File: src/rk4_harmonic_oscillator_step_defines.svh
// Assertion macros for the oscillator step controller.
`ifndef RK4_HARMONIC_OSCILLATOR_STEP_DEFINES_SVH
`define RK4_HARMONIC_OSCILLATOR_STEP_DEFINES_SVH
`ifndef SYNTH
`define RK4_ASSERT(lbl, clk, rst_n, prop) \
	lbl: assert property (@(posedge clk) disable iff (!rst_n) prop) \
	else $error("rk4 assertion failed");
`define RK4_ASSERT_NEVER(lbl, clk, rst_n, expr) \
	lbl: assert property (@(posedge clk) disable iff (!rst_n) !(expr)) \
	else $error("rk4 forbidden condition");
`else
`define RK4_ASSERT(lbl, clk, rst_n, prop)
`define RK4_ASSERT_NEVER(lbl, clk, rst_n, expr)
`endif
`endif

File: src/rk4_pkg.sv
// Shared types and constants of the oscillator step block.
package rk4_pkg;

	localparam int DATA_W = 48;
	localparam int GAIN_W = 32;
	localparam int CNT_W = 32;
	localparam int ADDR_W = 5;
	localparam int PDATA_W = 64;
	localparam int DIV_STEPS = 7;

	typedef logic [1:0] reg_idx_t;
	localparam reg_idx_t REG_STEP_GAIN = 2'd0;
	localparam reg_idx_t REG_START_POS = 2'd1;
	localparam reg_idx_t REG_START_VEL = 2'd2;

	typedef logic [1:0] stage_t;
	localparam stage_t ST_K1 = 2'd0;
	localparam stage_t ST_K2 = 2'd1;
	localparam stage_t ST_K3 = 2'd2;
	localparam stage_t ST_K4 = 2'd3;

	typedef struct packed {
		logic   start;
		logic   restart;
		logic   mul_hi;
		logic   mul_lo;
		logic   prod;
		logic   upd;
		logic   div_init;
		logic   div_step;
		logic   commit;
		stage_t stage;
		stage_t upd_stage;
	} rk4_cmd_t;

endpackage

File: src/rk4_regs.sv
// Configuration register file with its APB-style access port.
module rk4_regs #(
	parameter int FRAC_BITS = 32
) (
	input  logic                          clk,
	input  logic                          arst_n,
	input  logic                          psel,
	input  logic                          penable,
	input  logic                          pwrite,
	input  logic [rk4_pkg::ADDR_W-1:0]    paddr,
	input  logic [rk4_pkg::PDATA_W-1:0]   pwdata,
	output logic [rk4_pkg::PDATA_W-1:0]   prdata,
	output logic                          pready,
	output logic [rk4_pkg::GAIN_W-1:0]    step_gain,
	output logic signed [rk4_pkg::DATA_W-1:0] start_position,
	output logic signed [rk4_pkg::DATA_W-1:0] start_velocity
);
	import rk4_pkg::*;

	logic [GAIN_W-1:0]        step_gain_q;
	logic signed [DATA_W-1:0] start_position_q;
	logic signed [DATA_W-1:0] start_velocity_q;
	reg_idx_t                 reg_idx;
	logic                     wr_en;

	assign reg_idx = paddr[ADDR_W-1:ADDR_W-2];
	assign pready = 1'b1;
	assign wr_en = psel && penable && pwrite && pready;

	always_ff @(posedge clk or negedge arst_n) begin
		if (!arst_n) begin
			step_gain_q <= GAIN_W'(78496111);
			start_position_q <= DATA_W'(1) << FRAC_BITS;
			start_velocity_q <= '0;
		end else if (wr_en) begin
			unique case (reg_idx)
				REG_STEP_GAIN: step_gain_q <= pwdata[GAIN_W-1:0];
				REG_START_POS: start_position_q <= pwdata[DATA_W-1:0];
				REG_START_VEL: start_velocity_q <= pwdata[DATA_W-1:0];
				default: ;
			endcase
		end
	end

	always_comb begin
		unique case (reg_idx)
			REG_STEP_GAIN: prdata = PDATA_W'(step_gain_q);
			REG_START_POS: prdata = PDATA_W'(start_position_q);
			REG_START_VEL: prdata = PDATA_W'(start_velocity_q);
			default:       prdata = '0;
		endcase
	end

	assign step_gain = step_gain_q;
	assign start_position = start_position_q;
	assign start_velocity = start_velocity_q;

endmodule

File: config.mk
export PLATFORM = sky130hd
export DESIGN_NAME = rk4_regs
export DESIGN_NICKNAME = d
export VERILOG_FILES = /design/src/rk4_harmonic_oscillator_step_defines.svh /design/src/rk4_pkg.sv /design/src/rk4_regs.sv
export SDC_FILE = /design/constraint.sdc
export NUM_CORES = 1
export LEC_CHECK = 0
export BUFFER_PORTS_ARGS = -buffer_cell sky130_fd_sc_hd__buf_2
export CAP_MARGIN = 20
export CELL_PAD_IN_SITES_DETAIL_PLACEMENT = 1
export CELL_PAD_IN_SITES_GLOBAL_PLACEMENT = 1
export CORE_MARGIN = 2
export CORE_UTILIZATION = 39
export DETAILED_ROUTE_END_ITERATION = 8
export PLACE_DENSITY = 0.92
export SYNTH_ARGS = -nofsm -noshare
export SYNTH_HDL_FRONTEND = slang
export SYNTH_SLANG_ARGS = --single-unit
File: constraint.sdc
create_clock -name clk -period 3.8 [get_ports clk]
set_input_delay 0.19 -clock clk [delete_from_list [all_inputs] [get_ports clk]]
set_output_delay 0.19 -clock clk [all_outputs]
set_load 0.03 [all_outputs]
======== After elaboration in Yosys (flattened, before gate mapping) ========
Cells that the tools add are included.
storage, ports and cells
  RAM bits ................................ 0
  memories ................................ 0
  latch bits .............................. 0
  bits in registers ....................... 128
  memory bits (read-only) ................. 0
  output and inout port bits .............. 193
cells by class
  reduce and logical (&&, ||, !) cells .... 6
  bitwise operators ....................... 0
  add/subtract/negate cells ............... 0
  $mul .................................... 0
  magnitude comparators ................... 0
  divide/modulo/power cells ............... 0
  muxes and demuxes ....................... 1
  shift-type cells ........................ 0
  eq/ne operators ......................... 2
operators by type and width
  operator                                                                count
  64-bit case mux with 3 select lines                                     1
  2-bit AND reduction                                                     3
  2-bit by 1-bit equality test with 1-bit output (second input constant)  1
  2-bit equality test (second input constant)                             1
  1-bit logical AND                                                       2
  2-bit logical NOT                                                       1

======== Logic depth before layout (Yosys ltp) ========
Gate-level depths: netlist (run 1).
  depth in word-level cells ............... 3
  gate-level depth with buffers ........... 6

======== Worst setup path after synthesis (run 1) ========
Ideal clock, no wire load.
  path type ............................... input to output
  start ................................... input paddr[3] in the netlist's numbering
  end ..................................... output prdata[48] in the netlist's numbering
  cell stages on the path ................. 6
  buffers on the path ..................... 4
  arrival ................................. 1.840 ns
  setup slack ............................. 1.770 ns
  required time ........................... 3.610 ns
  cells stage by stage .................... buf_4 > nor2b_1 > clkbuf_1 > clkbuf_1 > a22o_1 > buf_4
between the ends
  longest elaborated chain between the ends .. 2
  elaborated cells on any way between the ends .. 4
  classes of those cells .................. eq/ne: 2; mux: 1; reduce/logical: 1
ends and longest elaborated chain
  what                                               RTL line        text
  start, declared                                    rk4_regs.sv:10  input logic [rk4_pkg::ADDR_W-1:0] paddr,
  2-bit equality test, or another cell as far along  rk4_regs.sv:46  unique case (reg_idx)
  64-bit case mux with 3 select lines (*)            rk4_regs.sv:46
  end, declared                                      rk4_regs.sv:12  output logic [rk4_pkg::PDATA_W-1:0] prdata,
Mark *: on every way between the ends. The rest lies on a longest branch, timed or not.

======== Worst setup path after layout (run 1) ========
  start ................................... input paddr[4] in the netlist's numbering
  end ..................................... output prdata[25] in the netlist's numbering
The elaborated chain is that of the path after synthesis.

==> results of run 1 <==
## cells by family (layout without fill, tap and decap cells)
| family | Yosys count | in the layout | synth area share [%] |
|---|---|---|---|
| AOI/OAI and AO/OA | 48 | 48 | 5.24 |
| buffers and inverters | 45 | 292 | 4.83 |
| DFF | 128 | 128 | 56.3 |
| muxes | 160 | 160 | 30.7 |
| other | 1 | 1 | 0.0655 |
| and+or+nand+nor | 38 | 38 | 2.86 |
## critical path, stage by stage
cell,delay (ns)
buf_2,0.27
nor2b_4,0.64
buf_4,0.43
nand2_1,0.09
o21ai_0,0.11
buf_2,0.24
## what timing repair did
item | 4_1_cts | 5_1_grt
endpoints found under the hold margin | 55 | 0
buffers inserted | 0 | 0
hold buffers | 6 | 0
endpoints found under the setup margin | 0 | 0
## power groups by stage
stage | Combinational [W] | Clock, W | Sequential, W
detailed placement | 0.00194 | 0 | 0.00200
global route | 0.00203 | 0.00166 | 0.00203
global placement | 0.00188 | 0 | 0.00195
floorplan | 0.000692 | 0 | 0.00259
CTS | 0.00195 | 0.00160 | 0.00198
finish | 0.00193 | 0.00157 | 0.00198
## synthesized netlist by cell type
cell,instances
a22o_1,16
buf_1,4
buf_2,11
buf_4,21
buf_6,2
clkbuf_1,7
conb_1,1
dfrtp_1,112
dfstp_2,16
mux2_1,22
mux2_2,106
mux2i_1,32
nand2_1,32
nand3_1,1
nor2b_1,2
nor3_2,1
nor3b_1,1
o21ai_0,32
or3b_1,1
## layer usage
metal | vias up | routed length (microns) | GRT usage (%)
met5 | - | 0 | 0
met4 | 0 | 328 | 7.25
met3 | 32 | 1100 | 7.10
met2 | 179 | 9220 | 41.0
met1 | 2300 | 6630 | 24.6
li1 | 1950 | - | -
## final cells by class
type	count	area, sq um
fill	1545	6770
multi-input combinational	247	2250
timing repair buffer	261	1390
sequential	128	3220
tap	184	230
clock inverter	6	82.6
clock buffer	25	485
## state kept, by name (all words and copies together), names as in the netlist
name and count:
start_position 48, start_velocity 48, step_gain 32
## path summary, 6_finish.rpt
kind                                    start                  to  slack [ns]  depth (start not counted)
setup / recovery                     paddr[4]          prdata[25]        1.61                          6
hold / removal                     pwdata[33]  start_position[33]        0.02                          2
setup reg to reg           start_position[42]  start_position[42]        2.96                          1
hold reg to reg                 step_gain[17]       step_gain[17]        0.52                          1
max in group asynchronous              arst_n        step_gain[3]        2.49                          3
min in group asynchronous              arst_n  start_position[27]        0.40                          2
## per-stage QoR
stage	hold WS (ns)	setup slack, ns	total power, W	instance area, sq um
after floorplan	-0.106	1.77	0.00328	5730
after global placement	0.284	1.63	0.00383	7030
after detailed placement	0.308	1.54	0.00394	7030
after CTS	0.00152	1.54	0.00553	7660
after global routing	0.00594	1.45	0.00572	7660
final	0.0161	1.61	0.00548	7660
## cells in the final DEF, fill, tap and decap left out, drive strengths merged
master / netlist / layout
dlygate4sd3: 0 / 6
clkbuf: 7 / 25
clkinv: 0 / 3
o21ai: 32 / 32
nand2: 32 / 32
bufinv: 0 / 2
nand3: 1 / 1
nor3b: 1 / 1
dfrtp: 112 / 112
mux2: 128 / 128
a22o: 16 / 16
or3b: 1 / 1
dfstp: 16 / 16
nor2b: 2 / 2
nor3: 1 / 1
mux2i: 32 / 32
conb: 1 / 1
buf: 38 / 255
clkinvlp: 0 / 1
==> results.ini, run 1 <==
[status]
status = completed

[critical_path]
path_class = primary input to output port
crit_arrival_ns = 2.00
cp.required_ns = 3.61
crit_path_end_kind = output port
startpoint_type = primary input
crit_path_max_fanout = 25

[clock_tree]
numClockSinks = 128
root_buffer = clkbuf_16
cts_resized = 0
clk_path_buf_depth = 2
htree_levels = 4
cts_buffers = 17
clk_latency_ns = 0.41
path_clk_slew_ns = 0.05
cts_tree = yes

[placed_design]
portBuffers = 246
gp_congestion = 0.785
dpl.hpwl_microns = 12000
dp.cells = 814

[route]
routed_wirelength_microns = 17300
post-route-drc-count = 0
drtIter0Drc = 135
detail_route.wl_per_cell_microns = 20.3
vias = 4461
viasPerCell = 5.24
ant_nets = 0
drt_first_pass_iters = 4

[floorplan]
die_x_microns = 125
die_area_sq_um = 15700
pin_count = 267
fp.dieH_microns = 125
coreArea_sq_um = 14400
initial_core_util_pct = 39.7
rows = 44

[final_layout]
final_core_util_pct = 53.1
final_nets = 729
syn_to_final_growth_pct = 33.6
n_antenna_cell = 0
drive_above_1_share_pct = 61.0
layoutNonFillerInstCount = 851

[power]
p_int_w = 0.00334
irDropWorstVdd_mv = 0.381
pwr-share-seq_pct = 36.2
switching_power_w = 0.00214
p_comb_share_pct = 35.3
switching_share_pct = 39.1
leakage_nw = 3.87
p_per_area_nw_per_um2 = 716
power_frac_clock_pct = 28.6

[sta]
slew_headroom_pct = 47.9
fin_crit_sh_pct = 57.7
skew_ns = 0
finalHoldViolCount = 0
fin_crit_ns = 2.19
setup_tns_ns = 0
fmax_mhz = 456
worstMarginPinSlew_ns = 0.781
slew_violations = 0
grt_setup_unrepaired = no
setup_violations = 0

[job]
cap_violations = 0

[logic_synthesis]
ys_seq_area_share_pct = 56.3
syn_nets = 494
yosysWarnings = 0
synth_seq_cells = 128
syn_inst = 420
syn_area_per_cell_sq_um = 13.6
yosys.area.top_type_share_pct = 48.9
synth_top_cell_by_area = dfrtp_1
synth_area_sq_um = 5730
ys_top_cells_by_area = dfrtp_1 49%, mux2_2 21%, dfstp_2 7.3%, mux2i_1 5.6%, mux2_1 4.3%
synth.distinct_cells = 19

[grt]
grt_pass1_wl_microns = 27500
overflow = 0
grt_max_degree = 69
grt_use_total_pct = 22.4
antenna_found_initial = 0
grt_pass1_vias = 4982

[hold_path]
hold_path_class = primary input to flop

No activity file was read; power rests on OpenSTA's default activity.
==> run 2, diff against run 1 <==
--- a/config.mk
+++ b/config.mk
@@ -10,9 +10,9 @@
 export CELL_PAD_IN_SITES_DETAIL_PLACEMENT = 1
 export CELL_PAD_IN_SITES_GLOBAL_PLACEMENT = 1
 export CORE_MARGIN = 2
-export CORE_UTILIZATION = 39
+export CORE_UTILIZATION = 36
 export DETAILED_ROUTE_END_ITERATION = 8
-export PLACE_DENSITY = 0.92
+export PLACE_DENSITY = 0.86
 export SYNTH_ARGS = -nofsm -noshare
 export SYNTH_HDL_FRONTEND = slang
 export SYNTH_SLANG_ARGS = --single-unit
==> constraint.sdc (replaced) <==
create_clock -name clk -period 2.05 [get_ports clk]
set_input_delay 0.1025 -clock clk [delete_from_list [all_inputs] [get_ports clk]]
set_output_delay 0.1025 -clock clk [all_outputs]
set_load 0.03 [all_outputs]
==> results.ini, run 2 (synthesis gave the netlist of run 1 again) <==
[route]
routed_wirelength_microns = 18800  ; +8.5%
drtIter0Drc = 137  ; +1.5%
post-route-drc-count = 0  ; unchanged
ant_nets = 0  ; unchanged
detail_route.wl_per_cell_microns = 20.1  ; -0.78%
drt_first_pass_iters = 5  ; +1
vias = 4618  ; +3.5%
viasPerCell = 4.96  ; -5.4%

[floorplan]
fp.dieH_microns = 130  ; +3.9%
die_x_microns = 130  ; +3.9%
rows = 46  ; +4.5%
die_area_sq_um = 16900  ; +8.1%
pin_count = 267  ; unchanged
initial_core_util_pct = 36.5  ; -3.3 points
coreArea_sq_um = 15700  ; +8.9%

[critical_path]
r2r_cells = 1  ; unchanged
startpoint_type = primary input
cp.required_ns = 1.95  ; -1.66 ns
crit_arrival_ns = 1.70  ; -0.30 ns
rr_startpoint = start_position[44]
r2r_slack_ns = 1.20  ; -1.76 ns
critPathMostFrequentCell = buf_2
r2r_end = start_position[44]
crit_path_top_delay_cell = buf_2
path_cells = buf_2, nor2b_4, buf_4, nand2_1, o21ai_0, buf_2
crit_path_end_kind = output port
crit_path_max_fanout = 22  ; -12%
path_class = primary input to output port
max_stage_delay_ns = 0.39  ; -0.25 ns

[placed_design]
dpl.hpwl_microns = 12400  ; +3.4%
gp_congestion = 0.805  ; +2.5%
portBuffers = 246  ; unchanged

[final_layout]
n_antenna_cell = 0  ; unchanged
syn_to_final_growth_pct = 43.5
drive_above_1_share_pct = 58.0  ; -3.0 points
multiInputGateArea_sq_um = 2250  ; unchanged
final_core_util_pct = 52.3  ; -0.77 points
final_common_cell = buf_2
nFillCells = 1678  ; +8.6%
final_nets = 776  ; +6.4%
regArea_sq_um = 3220  ; unchanged
final_cell_mix = 245 x buf_2, 112 x dfrtp_1, 106 x mux2_2

[clock_tree]
path_clk_slew_ns = 0.06  ; about the same
cts_buffers = 17  ; unchanged
numClockSinks = 128  ; unchanged
clk_latency_ns = 0.40  ; about the same
htree_levels = 4  ; unchanged
clk_path_buf_depth = 2  ; unchanged
root_buffer = clkbuf_16
cts_tree = yes

[sta]
finalHoldViolCount = 0  ; unchanged
grt_setup_unrepaired = no
fmax_mhz = 556
slew_violations = 0  ; unchanged
fin_crit_ns = 1.80
setup_violations = 0  ; unchanged
skew_ns = 0  ; unchanged
fin_crit_sh_pct = 87.8
setup_tns_ns = 0  ; unchanged
worstMarginPinSlew_ns = 0.780  ; -0.00121 ns
slew_headroom_pct = 48.0  ; +0.081 points

[hold_path]
hold_path_class = primary input to async pin

[status]
status = completed

[grt]
grt_util_met3_pct = 5.04  ; -2.1 points
grt_max_degree = 129  ; +87%
grt_pass1_wl_microns = 28400  ; +3.4%
grt_util_met2_pct = 40.7  ; -0.30 points
overflow = 0  ; unchanged
busiest_layer = met2
use_met1_pct = 24.7  ; +0.061 points
antenna_found_initial = 0  ; unchanged
grt_pass1_vias = 5173  ; +3.8%
grt_use_total_pct = 21.9  ; -0.45 points

[power]
leakage_nw = 4.10  ; +5.9%
p_per_area_nw_per_um2 = 1280  ; +78%
irDropWorstVdd_mv = 0.543  ; +43%

[job]
cap_violations = 0  ; unchanged

-- run 2: what timing repair did --
item | in CTS | in global routing
hold buffers | 49 | 0
setup buffers | 0 | 0
gates resized for setup | 0 | 0
hold endpoints to repair | 240 | 0
-- run 2: power breakdown --
group / internal [W] / total, W / switching, W
clock network: 0.00204 / 0.00313 / 0.00108
logic: 0.00120 / 0.00369 / 0.00249
registers: 0.00318 / 0.00368 / 0.000505
-- run 2: worst max-delay path: cells and delay by family --
kind	cells	cell delay (ns)
buf+inv	3	0.97
simple gates	2	0.47
compound gates	1	0.12
-- run 2: layer usage --
| layer | wire length [microns] | part of all wire [%] | up-vias |
|---|---|---|---|
| li1 | - | - | 2042 |
| met1 | 7290 | 39 | 2388 |
| met2 | 10300 | 55 | 157 |
| met3 | 857 | 4.6 | 31 |
| met4 | 302 | 1.6 | 0 |
| met5 | 0 | 0 | - |
-- run 2: how the worst max path moves through the flow --
stage                  start                 end  slack [ns]  cells past startpoint
floorplan           paddr[3]          prdata[48]        0.20                      6
global placement      pwrite  start_position[31]        0.26                      5
detailed placement    pwrite  start_position[44]        0.25                      5
CTS                 paddr[4]           prdata[4]        0.27                      6
global route        paddr[4]           prdata[4]        0.13                      6
finish              paddr[4]           prdata[4]        0.25                      6
-- run 2: through the flow --
step / instances / hold slack, ns / area (sq um) / total power (W) / worst slack (ns)
2_1_floorplan: 420 / -0.193 / 5730 / 0.00608 / 0.195
3_3_place_gp: 850 / 0.243 / 7110 / 0.00712 / 0.261
3_5_place_dp: 850 / 0.265 / 7110 / 0.00732 / 0.246
4_1_cts: 931 / 0.388 / 8220 / 0.0106 / 0.266
5_1_grt: 931 / 0.417 / 8220 / 0.0110 / 0.131
6_report: 931 / 0.295 / 8220 / 0.0105 / 0.251
-- run 2: area by class of cell --
class | instances | share of cell area [%]
well taps | 216 | 3.29
repair buffers | 308 | 22.6
clock buffers | 23 | 5.94
multi-input cells | 247 | 27.4
clock inverters | 9 | 1.58
flip-flops and latches | 128 | 39.2
