[config.mk]
export PLATFORM = sky130hd
export DESIGN_NAME = rk4_ctrl
export DESIGN_NICKNAME = d
export VERILOG_FILES = /design/src/rk4_pkg.sv /design/src/rk4_ctrl.sv
export VERILOG_INCLUDE_DIRS = /design/src /design/src/src
export SDC_FILE = /design/constraint.sdc
export NUM_CORES = 1
export LEC_CHECK = 0
export ABC_AREA = 1
export BUFFER_PORTS_ARGS = -buffer_cell sky130_fd_sc_hd__buf_2
export CAP_MARGIN = 30
export CORE_UTILIZATION = 43
export CTS_CLUSTER_SIZE = 40
export DETAILED_ROUTE_END_ITERATION = 6
export PLACE_DENSITY = 0.7
export SLEW_MARGIN = 20
export SYNTH_ARGS = -nofsm -noshare
export SYNTH_HDL_FRONTEND = slang
export SYNTH_SLANG_ARGS = --single-unit
[constraint.sdc]
create_clock -name clk -period 1.29 [get_ports clk]
set_clock_uncertainty 0.2 [all_clocks]
set_input_delay 0.258 -clock clk [delete_from_list [all_inputs] [get_ports clk]]
set_output_delay 0.258 -clock clk [all_outputs]
set_load 0.02 [all_outputs]
[src/rk4_harmonic_oscillator_step_defines.svh]
// Assertion macros for the oscillator step controller.
`ifndef RK4_HARMONIC_OSCILLATOR_STEP_DEFINES_SVH
`define RK4_HARMONIC_OSCILLATOR_STEP_DEFINES_SVH
`ifndef SYNTH
`define RK4_ASSERT(lbl, clk, rst_n, prop) \
	lbl: assert property (@(posedge clk) disable iff (!rst_n) prop) \
	else $error("rk4 assertion failed");
`define RK4_ASSERT_NEVER(lbl, clk, rst_n, expr) \
	lbl: assert property (@(posedge clk) disable iff (!rst_n) !(expr)) \
	else $error("rk4 forbidden condition");
`else
`define RK4_ASSERT(lbl, clk, rst_n, prop)
`define RK4_ASSERT_NEVER(lbl, clk, rst_n, expr)
`endif
`endif

[src/rk4_pkg.sv]
// Shared types and constants of the oscillator step block.
package rk4_pkg;

	localparam int DATA_W = 48;
	localparam int GAIN_W = 32;
	localparam int CNT_W = 32;
	localparam int ADDR_W = 5;
	localparam int PDATA_W = 64;
	localparam int DIV_STEPS = 7;

	typedef logic [1:0] reg_idx_t;
	localparam reg_idx_t REG_STEP_GAIN = 2'd0;
	localparam reg_idx_t REG_START_POS = 2'd1;
	localparam reg_idx_t REG_START_VEL = 2'd2;

	typedef logic [1:0] stage_t;
	localparam stage_t ST_K1 = 2'd0;
	localparam stage_t ST_K2 = 2'd1;
	localparam stage_t ST_K3 = 2'd2;
	localparam stage_t ST_K4 = 2'd3;

	typedef struct packed {
		logic   start;
		logic   restart;
		logic   mul_hi;
		logic   mul_lo;
		logic   prod;
		logic   upd;
		logic   div_init;
		logic   div_step;
		logic   commit;
		stage_t stage;
		stage_t upd_stage;
	} rk4_cmd_t;

endpackage

[src/rk4_ctrl.sv]
// Controller: item handshake, result valid flag and the step sequencer.
`include "rk4_harmonic_oscillator_step_defines.svh"
module rk4_ctrl (
	input  logic              clk,
	input  logic              arst_n,
	input  logic              tick_valid,
	input  logic              restart,
	input  logic              result_stall,
	output logic              tick_stall,
	output logic              result_valid,
	output rk4_pkg::rk4_cmd_t cmd
);
	import rk4_pkg::*;

	typedef enum logic [2:0] {
		S_IDLE,
		S_HI,
		S_LO,
		S_PROD,
		S_UPD,
		S_DINIT,
		S_DIV,
		S_COMMIT
	} state_t;

	state_t     state_q;
	stage_t     stage_q;
	logic [2:0] dcnt_q;
	logic       result_valid_q;
	logic       accept;
	logic [7:0] dp_ops;
	logic       last_upd;

	assign tick_stall = (state_q != S_IDLE) || (result_valid_q && result_stall);
	assign accept = tick_valid && !tick_stall;
	assign result_valid = result_valid_q;

	assign dp_ops = {cmd.start, cmd.restart, cmd.mul_hi, cmd.mul_lo, cmd.prod, cmd.div_init,
		cmd.div_step, cmd.commit};
	assign last_upd = cmd.upd && (cmd.upd_stage == ST_K4);

	always_comb begin
		cmd = '0;
		cmd.stage = stage_q;
		cmd.upd_stage = stage_q;
		unique case (state_q)
			S_IDLE: begin
				cmd.start = accept && !restart;
				cmd.restart = accept && restart;
			end
			S_HI: begin
				cmd.mul_hi = 1'b1;
				cmd.upd = (stage_q != ST_K1);
				cmd.upd_stage = stage_q - 2'd1;
			end
			S_LO:     cmd.mul_lo = 1'b1;
			S_PROD:   cmd.prod = 1'b1;
			S_UPD:    cmd.upd = 1'b1;
			S_DINIT:  cmd.div_init = 1'b1;
			S_DIV:    cmd.div_step = 1'b1;
			S_COMMIT: cmd.commit = 1'b1;
			default: ;
		endcase
	end

	always_ff @(posedge clk or negedge arst_n) begin
		if (!arst_n) begin
			state_q <= S_IDLE;
			stage_q <= ST_K1;
			dcnt_q <= '0;
			result_valid_q <= 1'b0;
		end else begin
			if (cmd.start) begin
				result_valid_q <= 1'b1;
			end else if (result_valid_q && !result_stall) begin
				result_valid_q <= 1'b0;
			end
			unique case (state_q)
				S_IDLE: begin
					if (cmd.start) begin
						state_q <= S_HI;
						stage_q <= ST_K1;
					end
				end
				S_HI: state_q <= S_LO;
				S_LO: state_q <= S_PROD;
				S_PROD: begin
					if (stage_q == ST_K4) begin
						state_q <= S_UPD;
					end else begin
						stage_q <= stage_q + 2'd1;
						state_q <= S_HI;
					end
				end
				S_UPD: state_q <= S_DINIT;
				S_DINIT: begin
					dcnt_q <= '0;
					state_q <= S_DIV;
				end
				S_DIV: begin
					dcnt_q <= dcnt_q + 3'd1;
					if (dcnt_q == 3'(DIV_STEPS - 1)) begin
						state_q <= S_COMMIT;
					end
				end
				S_COMMIT: state_q <= S_IDLE;
				default:  state_q <= S_IDLE;
			endcase
		end
	end

	`RK4_ASSERT(a_start_enters_k1, clk, arst_n, cmd.start |=> (state_q == S_HI && stage_q == ST_K1))
	`RK4_ASSERT(a_one_dp_op, clk, arst_n, $onehot0(dp_ops))
	`RK4_ASSERT(a_commit_to_idle, clk, arst_n, cmd.commit |=> state_q == S_IDLE)
	`RK4_ASSERT(a_div_after_last_upd, clk, arst_n, cmd.div_init |-> $past(last_upd))
	`RK4_ASSERT_NEVER(a_no_result_overwrite, clk, arst_n, cmd.start && result_valid_q && result_stall)

endmodule

; After elaboration in Yosys (flattened, before gate mapping)
; Index checks and enable logic that the tools add are counted.
[word_totals]
regBits = 9
inputBits = 5
word_cells = 55
[op_classes]
add_sub_neg = 3
n_eq_ne = 12
n_mux = 19
reduce_logical = 17
[ops]
columns = op, n
row1 = $pmux W3 S8, 1
row2 = $eq A3 B3 Y1 const B, 5
row3 = $mux W3, 3
row4 = $mux W1, 8
row5 = $mux W2, 4
row6 = $reduce_bool A2 Y1, 4
row7 = $eq A3 B2 Y1 const B, 2
row8 = $ne A2 B2 Y1 const B, 3
row9 = $pmux W3 S2, 1
row10 = $logic_and A1 B1 Y1, 5
row11 = $pmux W2 S2, 1
row12 = $add A3 B1 Y3 const B, 1
row13 = $eq A3 B1 Y1 const B, 1
row14 = $logic_not A1 Y1, 3
row15 = $logic_not A3 Y1, 1
row16 = $reduce_and A3 Y1, 1
row17 = $reduce_bool A3 Y1, 1
row18 = $add A2 B1 Y2 const B, 1
row19 = $eq A2 B2 Y1 const B, 1
row20 = $pmux W1 S2, 1
row21 = $reduce_and A2 Y1, 1
row22 = $sub A2 B1 Y2 const B, 1
row23 = $logic_or A1 B1 Y1, 1

; Depth between registers and ports, before layout
; Gate-level depths: netlist of the first run.
[depth]
depth_word = 8
ltp_mapped = 7
mapped_depth_nobuf = 7

; Worst setup path before layout of the first run
; OpenSTA, ideal clock, no wires.
[synth_path]
kind = reg2out
from = register state_q[1]
to = output port cmd[7] in the netlist's numbering
arrival_time_ns = 1.250
slack_ns = -0.418
stages_incl_launch_ff = 4
path_buffers = 0
cell_sequence = dfrtp_1 > nor3_4 > inv_1 > o22ai_1
[synth_rtl]
columns = item, line
row1 = from (decl), rk4_ctrl.sv:26  ; state_t state_q;
row2 = from (signal assigned), rk4_ctrl.sv:68  ; state_q <= S_IDLE;
row3 = from (signal assigned), rk4_ctrl.sv:81  ; state_q <= S_HI;
row4 = from (signal assigned), rk4_ctrl.sv:85  ; S_HI: state_q <= S_LO;
row5 = to (decl), rk4_ctrl.sv:11  ; output rk4_pkg::rk4_cmd_t cmd

==> results.sh, run 1 <==
export IMPL_status="finished, violations left"
export IMPL_violations="DRC, setup timing"
export IMPL_wl_per_cell_um=15.5
export IMPL_fmax_ghz=0.534
export IMPL_gr_total_overflow=0
export IMPL_synth_top_family_by_area="simple AND/OR/NAND/NOR gates"
export IMPL_final_antenna_net_count=0
export IMPL_drcViolationCount=2
export IMPL_worst_slack_ns=-0.582
export IMPL_rrSetupSlack_ns=-0.40
export IMPL_hold_depth=2
export IMPL_gp_congestion=0.655
export IMPL_ir_drop_uv=1510
export IMPL_endpoint_kind="output port"
export IMPL_synth_net_count=87
export IMPL_slowest_delay_ns=0.46
export IMPL_hold_start="restart"
export IMPL_track_usage_pct=26.6
export IMPL_p_comb_share_pct=75.0
export IMPL_hp_class="input port to flop"
export IMPL_wl_mm=2.13
export IMPL_yosys_area_share_simple_pct=29.1
export IMPL_viasPerCell=5.12
export IMPL_ys_ff_latch=9
export IMPL_max_cap_viol_count=0
export IMPL_clkSlewWorstSetupHoldPaths_ns=0.07
export IMPL_ys_warn_count=0
export IMPL_synth_cells=78
export IMPL_hold_viol=0
export IMPL_slew_headroom_pct=75.8
export IMPL_drt_initial_drc_count=14
export IMPL_placement_io_buffers=19
export IMPL_synth_fa_ha_area_share_pct=8.26
export IMPL_die_area_um2=1560
export IMPL_reg2reg_to="stage_q[1]$_DFFE_PN0P_"
export IMPL_synth_xor_area_share_pct=1.45
export IMPL_coreArea_um2=1300
export IMPL_setup_tns_ns=-8.18
export IMPL_fin_nets=133
export IMPL_most_common_layout_cells="20 x buf_6, 14 x buf_4, 11 x inv_1, 10 x nand2_1"
export IMPL_die_w_um=39.5
export IMPL_worstPathRequired_ns=0.83
export IMPL_timing_rr_start="state_q[0]$_DFFE_PN0P_"
export IMPL_final_common_cell="buf_6"
export IMPL_p_seq_share_pct=17.2
export IMPL_crit_arrival_ns=1.41
export IMPL_fillers=49
export IMPL_syn_area_per_cell_um2=7.76
export IMPL_ios=20
export IMPL_period_needed_ns=1.87
export IMPL_swShare_pct=47.5
export IMPL_setup_violations=22
export IMPL_synth_area_leaders="dfrtp_1 37%, inv_1 9.9%, ha_1 8.3%"
export IMPL_internal_power_mw=1.55
export IMPL_yosysTopAreaCell="dfrtp_1"
export IMPL_multi_input_area_um2=454
export IMPL_seq_area_um2=231
export IMPL_grt_first_pass_wirelength_mm=2.66
export IMPL_cts_sinks=9
export IMPL_grt_pass1_vias=650
export IMPL_cts_tree="done"
export IMPL_cts_inserted_buffers=3
export IMPL_yosysUniqueCellTypes=23
export IMPL_synth_mux_area_share_pct=0
export IMPL_seq_area_frac_synth_pct=37.2
export IMPL_hpwl_mm=1.14
export IMPL_fp_row_count=13
export IMPL_initial_core_util_pct=46.5
export IMPL_antenna_cells=0
export IMPL_switchingPower_mw=1.40
export IMPL_worstSkewPairLatency_ns=0.27
export IMPL_synth_compound_area_share_pct=12.8
export IMPL_tightest_slew_ns=0.361
export IMPL_grt_max_degree=10
export IMPL_cp_max_fo=5
export IMPL_antenna_found_initial=0
export IMPL_root_buffer="clkbuf_4"
export IMPL_rsz0062_at_grt="true"
export IMPL_netlist_area_um2=606
export IMPL_power_density_nw_per_um2=2500
export IMPL_startpoint_type="flop"
export IMPL_min_to="result_valid$_DFFE_PN0P_"
export IMPL_reg2reg_depth=8
export IMPL_netlist_area_leader_share_pct=37.2
export IMPL_vias=706
export IMPL_htree_levels=1
export IMPL_syn_to_final_growth_pct=95.2
export IMPL_cp_cell_sequence="nor3_4, inv_1, o22ai_2, buf_6"
export IMPL_power_frac_clock_pct=7.7
export IMPL_criticalPathCategory="flop to output port"
export IMPL_p_leak_nw=0.592
export IMPL_first_pass_iters=6
export IMPL_die_height_um=39.5
export IMPL_cts_max_path_buffers=2
export IMPL_drv_slew=0
export IMPL_min_period_over_period_pct=145
export IMPL_preCtsSetupSlack_ns=-0.266
export IMPL_drive_above_1_share_pct=66.7
export IMPL_crit_slowest_cell="dfrtp_2"
## layout make-up
type,count,area share (%)
Multi-Input combinational cell,51,38.4
Inverter,18,5.93
Clock inverter,1,0.423
Sequential cell,9,19.6
Tap cell,15,1.59
Clock buffer,3,1.90
Timing Repair Buffer,41,32.2
## cells in the mapped netlist, drive strengths merged
cell type  instances
inv               18
nand2             16
nor2              10
dfrtp              9
nand3              5
o21ai              5
ha                 4
nor3               2
o21bai             2
o31ai              2
a21oi              1
a31oi              1
nor3b              1
o22ai              1
xor2               1
## power groups by stage
stage	combinational, mW	sequential, mW	clock [mW]
after floorplan	0.817	0.557	0
after global placement	1.44	0.457	0
after detailed placement	1.47	0.463	0
after CTS	1.91	0.469	0.228
after global routing	2.35	0.514	0.250
final	2.21	0.508	0.228
## per-layer routing
layer | track usage, % | up-vias | part of all wire (%)
met5 | 0 | - | 0
met4 | 7.76 | 0 | 3.0
met3 | 6.82 | 8 | 3.4
met2 | 50.0 | 31 | 52
met1 | 28.4 | 328 | 42
li1 | - | 339 | -
## worst max-delay path by stage
stage / start / endpoint / slack, ns / cells past startpoint
finish: state_q[1]$_DFFE_PN0P_ / cmd[7] / -0.58 / 4
floorplan: state_q[1]$_DFFE_PN0P_ / cmd[1] / -0.32 / 3
CTS: state_q[0]$_DFFE_PN0P_ / cmd[7] / -0.52 / 5
global route: state_q[1]$_DFFE_PN0P_ / cmd[7] / -0.61 / 4
detailed placement: state_q[1]$_DFFE_PN0P_ / cmd[11] / -0.27 / 6
global placement: state_q[1]$_DFFE_PN0P_ / cmd[11] / -0.24 / 6
## cells by family after synthesis
logic type | Yosys count
AO/OA/AOI/OAI | 12
XOR/XNOR | 1
adder cells (fa/ha/maj) | 4
buffers and inverters | 18
flip-flops | 9
AND/OR/NAND/NOR | 34
## flip-flops by register name, summed over array words and instances (netlist names)
| signal | count |
|---|---|
| dcnt_q | 3 |
| state_q | 3 |
| stage_q | 2 |
| result_valid | 1 |
## stage by stage
stage                     total power [mW]  hold slack (ns)  area (um^2)  utilization [%]  instances
after detailed placement              1.93          -0.0772          871             66.9        125
after CTS                             2.60           0.0604         1080             82.7        134
after global placement                1.89          -0.0758          871             66.9        125
after global routing                  3.11           0.0562         1180             90.9        138
after floorplan                       1.37           -0.238          659                -         78
final                                 2.95           0.0470         1180             90.9        138
## critical path: cells and delay by family (launching register included)
kind            cells  cell delay [ns]
flops               1             0.46
compound gates      1             0.12
simple gates        1             0.33
buf+inv             2             0.24
## timing repair
| action | in CTS | in global routing |
|---|---|---|
| setup buffers | 4 | 7 |
| hold buffers | 1 | 0 |
| gates resized for setup | 41 | 24 |
| hold endpoints to repair | 9 | 0 |
| setup endpoints to repair | 21 | 24 |
| pin swaps | 6 | 10 |
(Power assumes the default switching activity.)
==> run 2: changes to the inputs <==
--- a/config.mk
+++ b/config.mk
@@ -9,10 +9,11 @@
 export ABC_AREA = 1
 export BUFFER_PORTS_ARGS = -buffer_cell sky130_fd_sc_hd__buf_2
 export CAP_MARGIN = 30
-export CORE_UTILIZATION = 43
+export CORE_AREA = 2 2 39 41
 export CTS_CLUSTER_SIZE = 40
 export DETAILED_ROUTE_END_ITERATION = 6
-export PLACE_DENSITY = 0.7
+export DIE_AREA = 0 0 41 43
+export PLACE_DENSITY = 0.71
 export SLEW_MARGIN = 20
 export SYNTH_ARGS = -nofsm -noshare
 export SYNTH_HDL_FRONTEND = slang
==> constraint.sdc (replaced) <==
create_clock -name clk -period 1.89 [get_ports clk]
set_clock_uncertainty 0.2 [all_clocks]
set_input_delay 0.378 -clock clk [delete_from_list [all_inputs] [get_ports clk]]
set_output_delay 0.378 -clock clk [all_outputs]
set_load 0.02 [all_outputs]
==> run 2 against run 1 <==
The run ends with setup timing left. Sequential share of layout area up 5.1 points. Design area decreased by 21%. Flip-flop and latch count did not move. First-iteration DRC count decreased by 14%. Sequential power decreased by 33%. Clock power decreased by 34%. Wire length decreased by 28%. Highest routed layer unchanged.
==> results.sh, run 2 (same netlist as run 1, synthesis figures left out) <==
export IMPL_fmax_ghz=0.508
export IMPL_drt_initial_drc_count=12
export IMPL_min_period_over_period_pct=104
export IMPL_fin_util_pct=67.2
export IMPL_worstSkewPairLatency_ns=0.26
export IMPL_crit_slowest_cell="dfrtp_2"
export IMPL_cts_sinks=9
export IMPL_worst_slack_ns=-0.0801
export IMPL_grt_max_degree=10
export IMPL_fp_row_count=14
export IMPL_cts_inserted_buffers=3
export IMPL_grt_pass1_vias=558
export IMPL_tightest_slew_ns=0.280
export IMPL_preCtsSetupSlack_ns=0.117
export IMPL_wl_per_cell_um=11.7
export IMPL_criticalPathCategory="flop to output port"
export IMPL_cts_tree="done"
export IMPL_antenna_found_initial=0
export IMPL_clkSlewWorstSetupHoldPaths_ns=0.06
export IMPL_antenna_cells=0
export IMPL_ir_drop_uv=908
export IMPL_design_area_um2=930
export IMPL_viasPerCell=4.82
export IMPL_gp_congestion=0.732
export IMPL_period_needed_ns=1.97
export IMPL_endpoint_kind="output port"
export IMPL_setup_violations=5
export IMPL_htree_levels=1
export IMPL_startpoint_type="flop"
export IMPL_total_power_mw=1.66
export IMPL_syn_to_final_growth_pct=53.5
export IMPL_max_cap_viol_count=0
export IMPL_vias=636
export IMPL_root_buffer="clkbuf_4"
export IMPL_slew_headroom_pct=81.2
export IMPL_hold_viol=0
export IMPL_cts_max_path_buffers=2
export IMPL_ios=20
export IMPL_placement_io_buffers=19
export IMPL_cp_cell_sequence="inv_2, nor3_4, xor2_1, buf_4"
export IMPL_reg2reg_depth=11
export IMPL_coreArea_um2=1380
export IMPL_rsz0062_at_grt="true"
export IMPL_cp_max_fo=5
export IMPL_dpl_cell_area_um2=728
export IMPL_die_height_um=43
export IMPL_drv_slew=0
export IMPL_final_common_cell="buf_4"
export IMPL_first_pass_iters=4
export IMPL_reg_largest_list="dcnt_q: 3 flops, state_q: 3 flops, stage_q: 2 flops"
export IMPL_final_antenna_net_count=0
export IMPL_crit_arrival_ns=1.39
export IMPL_power_density_nw_per_um2=1780
export IMPL_violations="setup timing"
export IMPL_hp_class="input port to flop"
export IMPL_drcViolationCount=0
export IMPL_most_common_layout_cells="18 x buf_4, 13 x buf_2, 12 x inv_1, 12 x nand2_1, 7 x nor2_1"
export IMPL_stdcell_count=132
export IMPL_gr_total_overflow=0
export IMPL_drive_above_1_share_pct=50.9
export IMPL_setup_tns_ns=-0.131
export IMPL_whs_ns=0.164
export IMPL_initial_core_util_pct=43.8
export IMPL_hold_depth=2
export IMPL_placed_cells=114
export IMPL_p_leak_nw=0.522
export IMPL_grt_first_pass_wirelength_mm=2.28
export IMPL_fin_nets=126
export IMPL_worstPathRequired_ns=1.31
export IMPL_die_area_um2=1760
export IMPL_slowest_delay_ns=0.42
export IMPL_status="finished, violations left"
export IMPL_wl_mm=1.54
export IMPL_hpwl_um=977
export IMPL_track_usage_pct=19.3
export IMPL_die_w_um=41
-- run 2: cell count changes in the layout (fill, tap and decap cells not counted), moves of 2 or more --
cell,before,now
buf_2,5,13
buf_4,14,18
buf_6,20,2
dfrtp_1,4,6
dfrtp_2,5,3
nand2_1,10,12
nand3_2,0,3
nand3_4,3,0
nor2_1,3,7
nor2_4,6,2
o21ai_0,0,3
o21ai_2,2,0
-- run 2: worst max-delay path: cells and delay by family (launching register included) --
kind | cells | cell delay (ns)
buffers and inverters | 2 | 0.23
flip-flops | 1 | 0.42
XOR/XNOR | 1 | 0.21
AND/OR/NAND/NOR | 1 | 0.27
-- run 2: what timing repair did --
| action | in CTS | in global routing |
|---|---|---|
| hold buffers | 1 | 0 |
| setup endpoints to repair | 7 | 8 |
| hold endpoints to repair | 9 | 0 |
| pin swaps | 3 | 9 |
| setup buffers | 11 | 2 |
| gates resized for setup | 13 | 11 |
-- run 2: final timing paths --
kind | from | end | slack, ns
min reg2reg | dcnt_q[1]$_DFFE_PN0P_ | dcnt_q[1]$_DFFE_PN0P_ | 0.33
min in group asynchronous | arst_n | dcnt_q[0]$_DFFE_PN0P_ | 0.30
max | state_q[0]$_DFFE_PN0P_ | cmd[0] | -0.08
min | restart | result_valid$_DFFE_PN0P_ | 0.16
max reg2reg | stage_q[1]$_DFFE_PN0P_ | stage_q[1]$_DFFE_PN0P_ | 0.06
max in group asynchronous | arst_n | state_q[0]$_DFFE_PN0P_ | 0.98
-- run 2: cell type report --
| type | instances | area, um^2 |
|---|---|---|
| repair buffers | 34 | 233 |
| flip-flops and latches | 9 | 229 |
| fillers | 103 | 454 |
| clock buffers | 4 | 26.3 |
| well taps | 16 | 20.0 |
| inverters | 18 | 67.6 |
| multi-input cells | 51 | 354 |
-- run 2: where the power goes --
part           switching, mW  leakage [nW]  internal [mW]
Sequential            0.0773         0.115          0.260
Combinational          0.629         0.393          0.538
Clock                 0.0698        0.0150         0.0815
-- run 2: metal layers --
metal | GRT usage (%) | routed length [um] | vias to the layer above
li1 | - | - | 323
met1 | 23.3 | 686 | 296
met2 | 30.9 | 786 | 15
met3 | 1.57 | 48 | 2
met4 | 12.0 | 20 | 0
met5 | 0 | 0 | -
==> run 3: changes to the inputs <==
--- a/config.mk
+++ b/config.mk
@@ -7,13 +7,13 @@
 export NUM_CORES = 1
 export LEC_CHECK = 0
 export ABC_AREA = 1
-export BUFFER_PORTS_ARGS = -buffer_cell sky130_fd_sc_hd__buf_2
-export CAP_MARGIN = 30
-export CORE_AREA = 2 2 39 41
+export CAP_MARGIN = 20
+export CORE_ASPECT_RATIO = 1.25
+export CORE_UTILIZATION = 35
 export CTS_CLUSTER_SIZE = 40
 export DETAILED_ROUTE_END_ITERATION = 6
-export DIE_AREA = 0 0 41 43
-export PLACE_DENSITY = 0.71
+export DONT_BUFFER_PORTS = 1
+export PLACE_DENSITY = 0.47
 export SLEW_MARGIN = 20
 export SYNTH_ARGS = -nofsm -noshare
 export SYNTH_HDL_FRONTEND = slang
==> run 3 against run 2 <==
The run still ends with setup timing left. Power decreased by 18%. Core utilization shrank 18 points. Final cell count is 13% lower. Worst setup slack improved by 0.058 ns. Flip-flop and latch count unchanged. Clock power hardly changed. Wire length fell by 19%. Non-clock buffer count is 19 lower. Count of clock-buffer cells in the layout did not move. Die area up 7.9%. Critical path type unchanged. Largest cell class unchanged.
==> results.sh, run 3 (same netlist as run 1, synthesis figures left out) <==
export IMPL_reg2reg_to="stage_q[1]$_DFFE_PN0P_"
export IMPL_setup_violations=5
export IMPL_stdcell_count=115
export IMPL_drive_above_1_share_pct=36.1
export IMPL_placement_io_buffers=0
export IMPL_placed_cells=105
export IMPL_p_leak_nw=0.437
export IMPL_drt_initial_drc_count=3
export IMPL_hold_viol=0
export IMPL_first_pass_iters=2
export IMPL_drcViolationCount=0
export IMPL_timing_rr_start="stage_q[0]$_DFFE_PN0P_"
export IMPL_hold_start="restart"
export IMPL_track_usage_pct=15.6
export IMPL_crit_arrival_ns=1.33
export IMPL_coreArea_um2=1600
export IMPL_grt_pass1_vias=515
export IMPL_die_w_um=39.2
export IMPL_reg_largest_list="dcnt_q: 3 flops, state_q: 3 flops, stage_q: 2 flops"
export IMPL_worstPathRequired_ns=1.31
export IMPL_final_antenna_net_count=0
export IMPL_power_density_nw_per_um2=1710
export IMPL_vias=522
export IMPL_antenna_cells=0
export IMPL_most_common_layout_cells="13 x inv_1, 12 x nand2_1, 12 x buf_4, 8 x nor2_1, 6 x dfrtp_1"
export IMPL_min_period_over_period_pct=101
export IMPL_syn_to_final_growth_pct=31.2
export IMPL_wl_per_cell_um=10.9
export IMPL_cts_max_path_buffers=2
export IMPL_whs_ns=0.0310
export IMPL_worstSkewPairLatency_ns=0.26
export IMPL_max_cap_viol_count=0
export IMPL_die_area_um2=1900
export IMPL_grt_max_degree=10
export IMPL_die_height_um=48.5
export IMPL_fp_row_count=16
export IMPL_status="finished, violations left"
export IMPL_reg2reg_depth=7
export IMPL_final_common_cell="inv_1"
export IMPL_gp_congestion=0.692
export IMPL_hp_class="input port to flop"
export IMPL_hpwl_um=964
export IMPL_rrSetupSlack_ns=0.24
export IMPL_min_to="result_valid$_DFFE_PN0P_"
export IMPL_gr_total_overflow=0
export IMPL_htree_levels=1
export IMPL_worst_slack_ns=-0.0217
export IMPL_ios=20
export IMPL_cts_tree="done"
export IMPL_hold_depth=1
export IMPL_startpoint_type="flop"
export IMPL_drv_slew=0
export IMPL_criticalPathCategory="flop to output port"
export IMPL_viasPerCell=4.54
export IMPL_violations="setup timing"
export IMPL_fmax_ghz=0.523
export IMPL_tightest_slew_ns=0.451
export IMPL_clkSlewWorstSetupHoldPaths_ns=0.06
export IMPL_ir_drop_uv=806
export IMPL_cts_sinks=9
export IMPL_fin_nets=107
export IMPL_wl_mm=1.25
export IMPL_fillers=167
export IMPL_endpoint_kind="output port"
export IMPL_period_needed_ns=1.91
export IMPL_cts_inserted_buffers=3
export IMPL_antenna_found_initial=0
export IMPL_root_buffer="clkbuf_4"
export IMPL_cp_max_fo=5
export IMPL_rsz0062_at_grt="true"
export IMPL_slew_headroom_pct=69.8
export IMPL_initial_core_util_pct=37.8
export IMPL_grt_first_pass_wirelength_mm=2.07
==> run 3: cell types whose count changed in the layout (fill, tap and decap cells not counted) <==
cell,previous run,this run
ha_1,3,4
ha_4,1,0
buf_4,18,12
nand3_1,2,4
inv_1,12,13
buf_2,13,0
inv_4,0,1
nor2_1,7,8
nor2_4,2,1
nand3_2,3,1
inv_2,6,4
==> run 3: metrics by stage <==
stage | util [%] | cell area [um^2] | TNS, ns | setup WS, ns | total power [mW]
global route | 49.6 | 795 | -0.528 | -0.109 | 1.47
global placement | 43.4 | 696 | 0 | 0.147 | 1.07
CTS | 49.4 | 791 | -0.134 | -0.0438 | 1.35
floorplan | - | 606 | 0 | 0.0618 | 0.870
finish | 49.6 | 795 | -0.0448 | -0.0217 | 1.36
detailed placement | 43.4 | 696 | 0 | 0.140 | 1.08
==> run 3: worst max path at each step <==
stage,startpoint,to,slack [ns],depth (start not counted)
final,state_q[0]$_DFFE_PN0P_,cmd[7],-0.02,5
after global placement,state_q[1]$_DFFE_PN0P_,cmd[11],0.15,6
after detailed placement,state_q[1]$_DFFE_PN0P_,cmd[11],0.14,6
after CTS,state_q[2]$_DFFE_PN0P_,cmd[7],-0.04,4
after floorplan,state_q[1]$_DFFE_PN0P_,cmd[7],0.06,3
after global routing,state_q[0]$_DFFE_PN0P_,cmd[1],-0.11,5
==> run 3: routing by layer <==
metal,global-route usage [%],vias up,share of wire (%)
met2,25.6,9,52
met4,5.17,0,0
met5,0,-,0
li1,-,286,-
met1,19.2,227,44
met3,4.13,0,4.0
==> run 3: what timing repair did <==
| item | 4_1_cts | 5_1_grt |
|---|---|---|
| endpoints found under the hold margin | 9 | 0 |
| setup buffers | 5 | 0 |
| hold buffers | 1 | 0 |
| setup endpoints to repair | 5 | 6 |
| resized for setup | 9 | 4 |
| pin swaps | 1 | 2 |
==> run 3: critical path, stage by stage, from the launching register on <==
cell	delay (ns)
dfrtp_2	0.40
inv_2	0.06
nor3_4	0.28
inv_1	0.08
o22ai_2	0.11
buf_6	0.14
==> run 3: area by class of cell <==
type / instances / area [um^2] / share of cell area [%]
well taps: 18 / 22.5 / 2.83
inverters: 18 / 70.1 / 8.82
repair buffers: 15 / 123 / 15.4
multi-input cells: 51 / 324 / 40.8
clock buffers: 4 / 26.3 / 3.31
flip-flops and latches: 9 / 229 / 28.8
==> run 3: where the power goes <==
part	internal, mW	leakage (nW)	switching [mW]
clock	0.0815	0.0150	0.0723
combinational	0.354	0.308	0.528
sequential	0.260	0.115	0.0636
total	0.695	0.437	0.664
